[src/rtl/core/rsrg_pkg.sv]
`default_nettype none

package rsrg_pkg;

	localparam int SLOT_COUNT = 8;
	localparam int IDX_W      = (SLOT_COUNT > 1) ? $clog2(SLOT_COUNT) : 1;
	localparam int CNT_W      = $clog2(SLOT_COUNT + 1);

	localparam int KEY_W = 31;
	localparam int TAG_W = 32;
	localparam int RUN_W = 16;

	localparam logic [RUN_W-1:0] RUN_MAX = {RUN_W{1'b1}};

	// Stream payload widths, rounded up to whole bytes.
	localparam int S_TDATA_W = ((KEY_W + TAG_W + 7) / 8) * 8;
	localparam int M_TDATA_W = ((KEY_W + TAG_W + RUN_W + 7) / 8) * 8;

	typedef enum logic [3:0] {
		ST_IDLE   = 4'b0001,
		ST_SCAN   = 4'b0010,
		ST_DECIDE = 4'b0100,
		ST_EMIT   = 4'b1000
	} state_t;

endpackage

`default_nettype wire

[src/rtl/core/replacement_selection_run_generator_core.sv]
`default_nettype none

// Replacement-selection run generator. Records (key, tag) arrive on the s_*
// stream, with s_tlast marking the last record of the input. The first
// SLOT_COUNT records only fill the slot store and produce no output beat.
// Every later record produces one beat on m_*: the smallest unfrozen key in
// the store (the lowest slot wins a tie), tagged with its run number; the new
// record then takes that slot and is frozen if its key is below the key just
// sent. When every slot is frozen the run number advances (saturating at its
// maximum) and all slots thaw. A record marked last is handled the same way
// and then the store is flushed: the unfrozen entries in key order, then the
// frozen ones as the next run, after which the block starts from scratch.
// m_tuser flags the first beat of a run, and m_tlast flags the last beat that
// one input record causes. The block handles one record at a time and
// s_tready is low while it works. A single key comparator walks the slots one
// per cycle: a record that only fills the store is stored without leaving the
// idle state; a record that replaces an entry goes through a scan, a decision
// and an emit, with another scan and decision first when a run has to advance;
// during a flush each output beat takes a scan, a decision and an emit, with
// another scan and decision for the run change, and the flush ends with a scan
// that finds the store empty. The emit waits while m_tready is low.
module replacement_selection_run_generator_core (
	input  wire logic                            clk,
	input  wire logic                            arst_n,
	// s_tdata, from bit 0 up: record_key[30:0], record_tag[31:0], one zero bit
	input  wire logic [rsrg_pkg::S_TDATA_W-1:0]  s_tdata,
	input  wire logic                            s_tlast,   // final_record
	input  wire logic                            s_tvalid,
	output logic                                 s_tready,
	// m_tdata, from bit 0 up: out_key[30:0], out_tag[31:0], run_number[15:0],
	// one zero bit
	output logic [rsrg_pkg::M_TDATA_W-1:0]       m_tdata,
	output logic                                 m_tuser,   // starts_run
	output logic                                 m_tlast,   // last_result
	output logic                                 m_tvalid,
	input  wire logic                            m_tready
);

	localparam int N     = rsrg_pkg::SLOT_COUNT;
	localparam int IDX_W = rsrg_pkg::IDX_W;
	localparam int CNT_W = rsrg_pkg::CNT_W;
	localparam int KEY_W = rsrg_pkg::KEY_W;
	localparam int TAG_W = rsrg_pkg::TAG_W;
	localparam int RUN_W = rsrg_pkg::RUN_W;
	localparam int M_PAD_W = rsrg_pkg::M_TDATA_W - KEY_W - TAG_W - RUN_W;

	// Slot store. Key and tag contents are only ever read from valid slots.
	logic [KEY_W-1:0]  slot_key_q [N];
	logic [TAG_W-1:0]  slot_tag_q [N];
	logic [N-1:0]      slot_valid_q;
	logic [N-1:0]      slot_frozen_q;

	logic [CNT_W-1:0]  fill_count_q;
	logic [RUN_W-1:0]  run_q;
	logic              run_started_q;

	rsrg_pkg::state_t  state_q;

	// The record being worked on.
	logic [KEY_W-1:0]  in_key_q;
	logic [TAG_W-1:0]  in_tag_q;
	logic              fin_q;
	logic              draining_q;   // set while the store is being flushed

	// Scan of the slots: one slot per cycle through the shared comparator.
	logic [IDX_W-1:0]  scan_idx_q;
	logic              found_q;
	logic [IDX_W-1:0]  best_idx_q;
	logic [KEY_W-1:0]  best_key_q;
	logic [TAG_W-1:0]  best_tag_q;
	logic [CNT_W-1:0]  valid_cnt_q;  // valid slots seen by the scan

	logic [KEY_W-1:0]  in_key;
	logic [TAG_W-1:0]  in_tag;
	logic              s_beat;
	logic              m_beat;
	logic              store_full;
	logic [KEY_W-1:0]  cmp_key;
	logic              key_lt;
	logic              cand;
	logic              better;
	logic              scan_done;
	logic [rsrg_pkg::M_TDATA_W-1:0] M_TDATA_W_PAD;

	assign in_key = s_tdata[KEY_W-1:0];
	assign in_tag = s_tdata[KEY_W+TAG_W-1:KEY_W];

	assign s_tready = (state_q == rsrg_pkg::ST_IDLE);
	assign m_tvalid = (state_q == rsrg_pkg::ST_EMIT);
	assign s_beat   = s_tvalid & s_tready;
	assign m_beat   = m_tvalid & m_tready;

	assign store_full = (fill_count_q == CNT_W'(N));

	// The comparator: it checks the scanned slot against the best key so far,
	// and while a beat is waiting it checks the new record against the key
	// being sent. An unfrozen valid slot wins only with a strictly smaller
	// key, so the lowest slot keeps a tie.
	assign cmp_key   = (state_q == rsrg_pkg::ST_EMIT) ? in_key_q : slot_key_q[scan_idx_q];
	assign key_lt    = (cmp_key < best_key_q);
	assign cand      = slot_valid_q[scan_idx_q] & ~slot_frozen_q[scan_idx_q];
	assign better    = cand & (~found_q | key_lt);
	assign scan_done = (scan_idx_q == IDX_W'(N - 1));

	always_comb begin
		M_TDATA_W_PAD = {{M_PAD_W{1'b0}}, run_q, best_tag_q, best_key_q};
	end
	assign m_tdata = M_TDATA_W_PAD;

	assign m_tuser = ~run_started_q;
	// While flushing, the beat is the last one exactly when it takes the
	// only valid slot left; a replacement beat is last unless a flush follows.
	assign m_tlast = draining_q ? (valid_cnt_q == CNT_W'(1)) : ~fin_q;

	// Payload of the slots: no reset needed.
	always_ff @(posedge clk) begin
		if (s_beat && !store_full) begin
			slot_key_q[fill_count_q[IDX_W-1:0]] <= in_key;
			slot_tag_q[fill_count_q[IDX_W-1:0]] <= in_tag;
		end else if (m_beat && !draining_q) begin
			slot_key_q[best_idx_q] <= in_key_q;
			slot_tag_q[best_idx_q] <= in_tag_q;
		end
	end

	always_ff @(posedge clk or negedge arst_n) begin
		if (!arst_n) begin
			state_q       <= rsrg_pkg::ST_IDLE;
			slot_valid_q  <= '0;
			slot_frozen_q <= '0;
			fill_count_q  <= '0;
			run_q         <= '0;
			run_started_q <= 1'b0;
			fin_q         <= 1'b0;
			draining_q    <= 1'b0;
			scan_idx_q    <= '0;
			found_q       <= 1'b0;
			best_idx_q    <= '0;
			valid_cnt_q   <= '0;
			in_key_q      <= '0;
			in_tag_q      <= '0;
			best_key_q    <= '0;
			best_tag_q    <= '0;
		end else begin
			unique case (state_q)
				rsrg_pkg::ST_IDLE: begin
					if (s_beat) begin
						in_key_q    <= in_key;
						in_tag_q    <= in_tag;
						fin_q       <= s_tlast;
						scan_idx_q  <= '0;
						found_q     <= 1'b0;
						valid_cnt_q <= '0;
						if (!store_full) begin
							// Filling: store the record unfrozen, no output.
							slot_valid_q[fill_count_q[IDX_W-1:0]]  <= 1'b1;
							slot_frozen_q[fill_count_q[IDX_W-1:0]] <= 1'b0;
							fill_count_q <= fill_count_q + CNT_W'(1);
							draining_q   <= s_tlast;
							if (s_tlast) begin
								state_q <= rsrg_pkg::ST_SCAN;
							end
						end else begin
							draining_q <= 1'b0;
							state_q    <= rsrg_pkg::ST_SCAN;
						end
					end
				end

				rsrg_pkg::ST_SCAN: begin
					if (better) begin
						found_q    <= 1'b1;
						best_idx_q <= scan_idx_q;
						best_key_q <= slot_key_q[scan_idx_q];
						best_tag_q <= slot_tag_q[scan_idx_q];
					end
					if (slot_valid_q[scan_idx_q]) begin
						valid_cnt_q <= valid_cnt_q + CNT_W'(1);
					end
					scan_idx_q <= scan_idx_q + IDX_W'(1);
					if (scan_done) begin
						state_q <= rsrg_pkg::ST_DECIDE;
					end
				end

				rsrg_pkg::ST_DECIDE: begin
					scan_idx_q <= '0;
					if (found_q) begin
						// Keep the scan results for the output beat.
						state_q <= rsrg_pkg::ST_EMIT;
					end else if (!draining_q || valid_cnt_q != '0) begin
						// Everything left is frozen: start a new run and rescan.
						if (run_q != rsrg_pkg::RUN_MAX) begin
							run_q <= run_q + RUN_W'(1);
						end
						valid_cnt_q   <= '0;
						run_started_q <= 1'b0;
						slot_frozen_q <= '0;
						state_q       <= rsrg_pkg::ST_SCAN;
					end else begin
						// Flush complete: the next record opens a new stream.
						slot_valid_q  <= '0;
						slot_frozen_q <= '0;
						fill_count_q  <= '0;
						run_q         <= '0;
						run_started_q <= 1'b0;
						draining_q    <= 1'b0;
						fin_q         <= 1'b0;
						state_q       <= rsrg_pkg::ST_IDLE;
					end
				end

				rsrg_pkg::ST_EMIT: begin
					if (m_beat) begin
						run_started_q <= 1'b1;
						scan_idx_q    <= '0;
						found_q       <= 1'b0;
						valid_cnt_q   <= '0;
						if (draining_q) begin
							slot_valid_q[best_idx_q] <= 1'b0;
							state_q <= rsrg_pkg::ST_SCAN;
						end else begin
							// The new record takes the slot just sent.
							slot_valid_q[best_idx_q]  <= 1'b1;
							slot_frozen_q[best_idx_q] <= key_lt;
							if (fin_q) begin
								draining_q <= 1'b1;
								state_q    <= rsrg_pkg::ST_SCAN;
							end else begin
								state_q <= rsrg_pkg::ST_IDLE;
							end
						end
					end
				end

				default: begin
					state_q <= rsrg_pkg::ST_IDLE;
				end
			endcase
		end
	end

endmodule

`default_nettype wire

[config.mk]
export PLATFORM = sky130hd
export DESIGN_NAME = replacement_selection_run_generator_core
export DESIGN_NICKNAME = d
export VERILOG_FILES = /design/src/rtl/core/rsrg_pkg.sv /design/src/rtl/core/replacement_selection_run_generator_core.sv
export SDC_FILE = /design/constraint.sdc
export NUM_CORES = 1
export LEC_CHECK = 0
export ABC_AREA = 1
export BUFFER_PORTS_ARGS = -buffer_cell sky130_fd_sc_hd__buf_2
export CORE_ASPECT_RATIO = 2
export CORE_MARGIN = 2
export CORE_UTILIZATION = 29
export DETAILED_ROUTE_END_ITERATION = 8
export SLEW_MARGIN = 25
export SYNTH_ARGS = -nofsm -noshare
export SYNTH_HDL_FRONTEND = slang
export SYNTH_SLANG_ARGS = --single-unit
[constraint.sdc]
create_clock -name clk -period 8.8 [get_ports clk]
set_input_delay 1.76 -clock clk [delete_from_list [all_inputs] [get_ports clk]]
set_output_delay 1.76 -clock clk [all_outputs]
set_load 0.005 [all_outputs]
### Word-level counts from Yosys, hierarchy flattened

Memories as Yosys holds them, arrays and structs flattened. A register that Yosys moved wholly into a read port is not among the register bits.
Index checks and enable logic that the tools add are counted.

* register bits: 148
* word-level logic and storage cells: 169
* bits of input ports: 69
* bits in writable memories: 504
* memories: 2
* output and inout bits: 84

Memory list
* slot_tag_q: words 8, width 32, read ports 1, clocked after Yosys merged registers in 1, wr ports 1, RTL line replacement_selection_run_generator_core.sv:49 `logic [TAG_W-1:0] slot_tag_q [N];`
* slot_key_q: words 8, width 31, read ports 1, clocked after Yosys merged registers in 0, wr ports 1, RTL line replacement_selection_run_generator_core.sv:48 `logic [KEY_W-1:0] slot_key_q [N];`

* add/sub/neg operators: 4
* reduce and logical (&&, ||, !) cells: 29
* magnitude comparators: 6
* muxes and demuxes: 78
* equality and inequality tests: 20
* bitwise operators: 15

Operator list (number)
* $mux 8: 11
* $mux 31: 2
* $mux 4: 15
* $pmux 8 s3: 2
* $mux 16: 2
* $mux 32: 1
* $pmux 4 s4: 2
* $reduce_or 32->1: 1
* $lt 31x31->1: 1
* $reduce_or 31->1: 1
* $mux 1: 25
* $reduce_and 6->1: 3
* $add 16x1->16 const B: 1
* $and 8x8->8: 2
* $ne 16x16->1 const B: 1
* $ne 2x2->1 const B: 8
* $not 8->8: 2
* $or 8x8->8: 2
* $lt 3x4->1 const B: 3
* $mux 3: 4
* $pmux 3 s4: 1
* $reduce_and 4->1: 3
* $reduce_and 5->1: 2
* $reduce_and 3->1: 3
* other kinds (27): 54

### Longest topological paths before layout

* depth after elaboration: 9
* gate-level depth with buffers: 28
* depth with buffers taken out: 24

### Least setup slack after synthesis

Ideal clock, no wire load.

* path type: input -> register
* start: input m_tready
* end: memory slot_key_q[5][0] (enable)
* path buffers: 1
* cell stages on the path: 7
* path slack: 3.092 ns
* data arrival time: 5.224 ns
* path through: inv_1 nor2_1 nand2_1 clkbuf_1 o21ai_0 nand2_1 nor2_1

* longest elaborated chain between the ends: 7

RTL lines
* start, declared: RTL line replacement_selection_run_generator_core.sv:36 `input wire logic m_tready`
* $and 1x1->1 (*): RTL line replacement_selection_run_generator_core.sv:91 `assign m_beat = m_tvalid & m_tready;`
* $logic_and 1x1->1 (*): RTL line replacement_selection_run_generator_core.sv:120 `end else if (m_beat && !draining_q) begin`
* $mux 1 (*): RTL line replacement_selection_run_generator_core.sv:120
* $mux 1 (*): RTL line replacement_selection_run_generator_core.sv:117 `if (s_beat && !store_full) begin`
* $mux 1 (not written as such) (*): RTL line replacement_selection_run_generator_core.sv:121 `slot_key_q[best_idx_q] <= in_key_q;`
* $reduce_or 31->1 (no line)
* $mux 3 (no line) / $mux 1 (equally long branches)
* end, declared: RTL line replacement_selection_run_generator_core.sv:48

Every way passes the cells marked *; elsewhere a longest branch is shown, timed or not.

### Final worst setup path

* start: register scan_idx_q[1]
* end: register best_key_q[30], read port of slot_key_q

* longest elaborated chain between the ends: 6

RTL lines
* start, declared: RTL line replacement_selection_run_generator_core.sv:66 `logic [IDX_W-1:0] scan_idx_q;`
* start signal, assigned: RTL line replacement_selection_run_generator_core.sv:180 `scan_idx_q <= scan_idx_q + IDX_W'(1);`
* $mem_v2 8x31 / $bmux 1 s3 (equally long branches)
* $mux 31 / $mux 1 (equally long branches): RTL line replacement_selection_run_generator_core.sv:99, replacement_selection_run_generator_core.sv:101
* $lt 31x31->1 / $not 1->1 (equally long branches): RTL line replacement_selection_run_generator_core.sv:100, replacement_selection_run_generator_core.sv:101
* $or 1x1->1 / $and 1x1->1 (equally long branches): RTL line replacement_selection_run_generator_core.sv:102, replacement_selection_run_generator_core.sv:101
* $and 1x1->1: RTL line replacement_selection_run_generator_core.sv:102 `assign better = cand & (~found_q | key_lt);`
* $reduce_and 2->1 (no line)
* end, declared: RTL line replacement_selection_run_generator_core.sv:69 `logic [KEY_W-1:0] best_key_q;`

Parallel ways exist; a longest one is shown, timed or not. The select of a mux whose other input is x is not followed.
A chain may end at the register's enable or synchronous reset.

==> metrics.csv <==
stage;metric;value;unit
synth;synth_cell_types;50;
floorplan;initial_core_util;29.2;%
power_and_ir_drop;p_switching;3.41;mW
power_and_ir_drop;total_power;10.1;mW
finish;final_core_util;33.6;%
clock_network;clock-sinks;684;
sta;finalHoldViolCount;0;
finish;regArea;0.0196;sq mm
routing;drt-vias-per-instance;4.79;
worst_setup_path;cpMostUsedCell;nand2_1;
sta;tns;0;ns
floorplan;die-area;0.103;sq mm
worst_setup_path;crit_chain;inv_6 -> o21ai_0 -> o22ai_1 -> nor2_1 -> a31oi_1 -> nand2_1 -> o21ai_0 -> ha_1 -> nand2_1 -> nor2_1 -> a211oi_1 -> o221ai_1 -> a21oi_1 -> nand2_4 -> nand2_2 -> nand2_4 -> inv_4 -> buf_4 -> nand2_1 -> o21ai_2;
power_and_ir_drop;pwr-share-clk;29.7;%
worst_setup_path;crit_buf_inv;3;
clock_network;clk_transition_reported_paths;0.07;ns
synth;syn_avg_cell_area;10.9;sq um
synth;syn_inst;2676;
synth;async_flop_share;26.3;%
floorplan;num_io_pins;153;
clock_network;postCtsSetupBuffers;0;
global_routing;grt_usage;14.6;%
routing;drt_iter0_drc;1151;
clock_network;ctsResizeCount;0;
placement;placed_area;0.0312;sq mm
floorplan;core;0.0997;sq mm
clock_network;clk_latency;0.63;ns
sta;finalClockSkew;0.0195;ns
placement;place_hpwl;44100;um
routing;route.detailed.drc;0;
placement;portBuffers;150;
sta;worst_slew_pin_slew;1.07;ns
power_and_ir_drop;intPower;6.67;mW
routing;dr_total_vias;19900;
worst_setup_path;end_kind;flip-flop;
worst_setup_path;worstPathArrival;6.21;ns
sta;timing.final.ws_setup;3.15;ns
clock_network;ctsLongestPathBuffers;3;
power_and_ir_drop;p_sw_share;33.8;%
clock_network;cts_inserted_buffers;66;
clock_network;tritoncts;built;
sta;setup_viol;0;
synth;yosysSeqAreaShare;67.5;%
outcome;status;finished, final reports clean;
global_routing;grt_pass1_wl;116000;um
placement;place.gp.congestion;0.808;
power_and_ir_drop;pwr-share-comb;28.3;%
worst_setup_path;critPathSlowestCell;inv_4;
finish;multi_input_area;0.00814;sq mm
synth;synth_edf_count;504;
power_and_ir_drop;irDropWorstVdd;214;uV
power_and_ir_drop;power.density;301;mW/mm^2
sta;finalWorstPathRequiredPeriod;5.65;ns
sta;finalCritPeriodShare;64.2;%
worst_hold_path;hold_class;flip-flop to flip-flop;
global_routing;grt_pass1_vias;19600;
flow_run;drv_cap;0;
routing;wl_per_cell;18.1;um
finish;nFillCells;10100;
floorplan;die_w;228;um
floorplan;core.rowCount;164;
power_and_ir_drop;pwr-share-seq;42.0;%
finish;final_common_cell;edfxtp_1;
worst_setup_path;worstSetupPathType;flip-flop to flip-flop;
placement;place_ws;3.00;ns
synth;syn-cell-area;0.0291;sq mm
finish;layout-drive-gt1-share;12.8;%
finish;area_growth;15.1;%
synth;syn-num-nets;2783;
placement;dp.cells;4038;
synth;yosys_warnings;0;
power_and_ir_drop;power_leakage;13.0;nW
clock_network;cts_max_level;3;
worst_setup_path;crit_family;buffers and inverters;
worst_setup_path;critPathRequiredTime;9.36;ns
worst_setup_path;start_kind;flip-flop;
finish;layout.nets;2885;
worst_setup_path;cp_max_fo;77;
floorplan;fp.dieH;452;um
clock_network;cts-root-buf;clkbuf_16;
routing;first_pass_iters;7;
sta;rsz0062_at_grt;false;
global_routing;grt_max_degree;151;
sta;whs;0.473;ns
synth;synth_seq_cells;684;
worst_setup_path;slowest_delay;0.70;ns
synth;synthFlopType;edfxtp_1;
sta;relSlewSlack;28.9;%
finish;fin_area;0.0335;sq mm
sta;drv_slew;0;
sta;fmax;177;MHz
clock_network;hold_buffers;0;
routing;ant_nets;0;
global_routing;grt_overflow;0;
finish;finalNonFillerCells;4159;
finish;final_cell_mix;edfxtp_1, nand2_1, o21ai_0, nor2_1, dfrtp_1;
routing;wl;75200;um
global_routing;antenna_found_initial;1;
## path summary, 6_finish.rpt
kind,startpoint,to,slack [ns],cells after the start
worst max register to register,scan_idx_q[1]$_DFFE_PN0P_,best_key_q[30]$_DFFE_PN0P_,3.15,20
worst min register to register,best_tag_q[12]$_DFFE_PN0P_,best_tag_q[12]$_DFFE_PN0P_,0.47,2
worst min-delay path,best_tag_q[12]$_DFFE_PN0P_,best_tag_q[12]$_DFFE_PN0P_,0.47,2
max in group asynchronous,arst_n,scan_idx_q[0]$_DFFE_PN0P_,6.30,2
worst max-delay path,scan_idx_q[1]$_DFFE_PN0P_,best_key_q[30]$_DFFE_PN0P_,3.15,20
min in group asynchronous,arst_n,best_key_q[4]$_DFFE_PN0P_,1.10,1
## synth_stat cells (3+ instances only)
master | number | area share (%)
dfrtp_1 | 179 | 15
o21ai_1 | 5 | 0.086
edfxtp_1 | 504 | 52
nand3_1 | 29 | 0.50
nor3_1 | 14 | 0.24
o21a_1 | 3 | 0.077
inv_1 | 175 | 2.3
clkbuf_1 | 105 | 1.4
a211oi_1 | 6 | 0.15
ha_1 | 38 | 1.6
a21oi_1 | 112 | 1.9
nand2_1 | 489 | 6.3
a32o_1 | 35 | 1.2
a31oi_1 | 37 | 0.80
o21ai_0 | 395 | 6.8
buf_4 | 4 | 0.10
nor2_1 | 360 | 4.6
o211ai_1 | 3 | 0.077
inv_2 | 4 | 0.052
buf_6 | 5 | 0.19
buf_2 | 29 | 0.50
o21ai_2 | 28 | 0.84
nand2_2 | 12 | 0.26
buf_1 | 8 | 0.10
o22ai_1 | 64 | 1.4
## flip-flops by register name, indices dropped and copies added (netlist names)
register       count
fin_q              1
best_key_q        31
slot_valid_q       8
best_tag_q        32
run_q             16
slot_frozen_q      8
slot_tag_q       256
state_q            4
valid_cnt_q        4
scan_idx_q         3
best_idx_q         3
in_key_q          31
found_q            1
draining_q         1
run_started_q      1
slot_key_q       248
fill_count_q       4
in_tag_q          32
## power groups by stage
| stage | sequential (mW) | clock [mW] | combinational (mW) |
|---|---|---|---|
| finish | 4.23 | 2.99 | 2.85 |
| global route | 4.29 | 3.19 | 3.24 |
| detailed placement | 4.30 | 0 | 2.91 |
| CTS | 4.24 | 3.08 | 2.92 |
| global placement | 4.29 | 0 | 2.87 |
| floorplan | 4.25 | 0 | 1.96 |
## cell type report
type                            count  share of cell area [%]
Sequential cell                   684                    58.7
Multi-Input combinational cell   1657                    24.3
Tap cell                         1328                    4.96
Timing Repair Buffer              189                    3.22
Clock inverter                     33                    1.21
Clock buffer                       87                    5.57
Inverter                          180                    2.06
Antenna cell                        1                 0.00747
## cells by family (layout without fill, tap and decap cells)
group | count (synthesis) | after routing | synth area share (%)
DFF | 684 | 684 | 67.5
AOI/OAI and AO/OA | 698 | 698 | 13.6
other | 1 | 2 | 0.0129
xor gates and xnor gates | 2 | 2 | 0.0602
and+or+nand+nor | 918 | 918 | 12.3
buffers and inverters | 335 | 489 | 4.82
adders and majority gates | 38 | 38 | 1.63
## metal layers
layer	GRT usage [%]	wire [um]
met1	16.3	29800
met2	27.8	40500
met3	2.04	2620
met4	5.89	2270
met5	0	0
## worst reg2reg max path: stages (launching register included)
cell	delay (ns)
dfrtp_4	0.67
inv_6	0.65
o21ai_0	0.24
o22ai_1	0.20
nor2_1	0.06
a31oi_1	0.27
nand2_1	0.08
o21ai_0	0.10
ha_1	0.28
nand2_1	0.09
nor2_1	0.05
a211oi_1	0.30
o221ai_1	0.24
a21oi_1	0.44
nand2_4	0.17
nand2_2	0.11
nand2_4	0.06
inv_4	0.70
buf_4	0.63
nand2_1	0.16
o21ai_2	0.08
No activity file was read; power rests on OpenSTA's default activity.
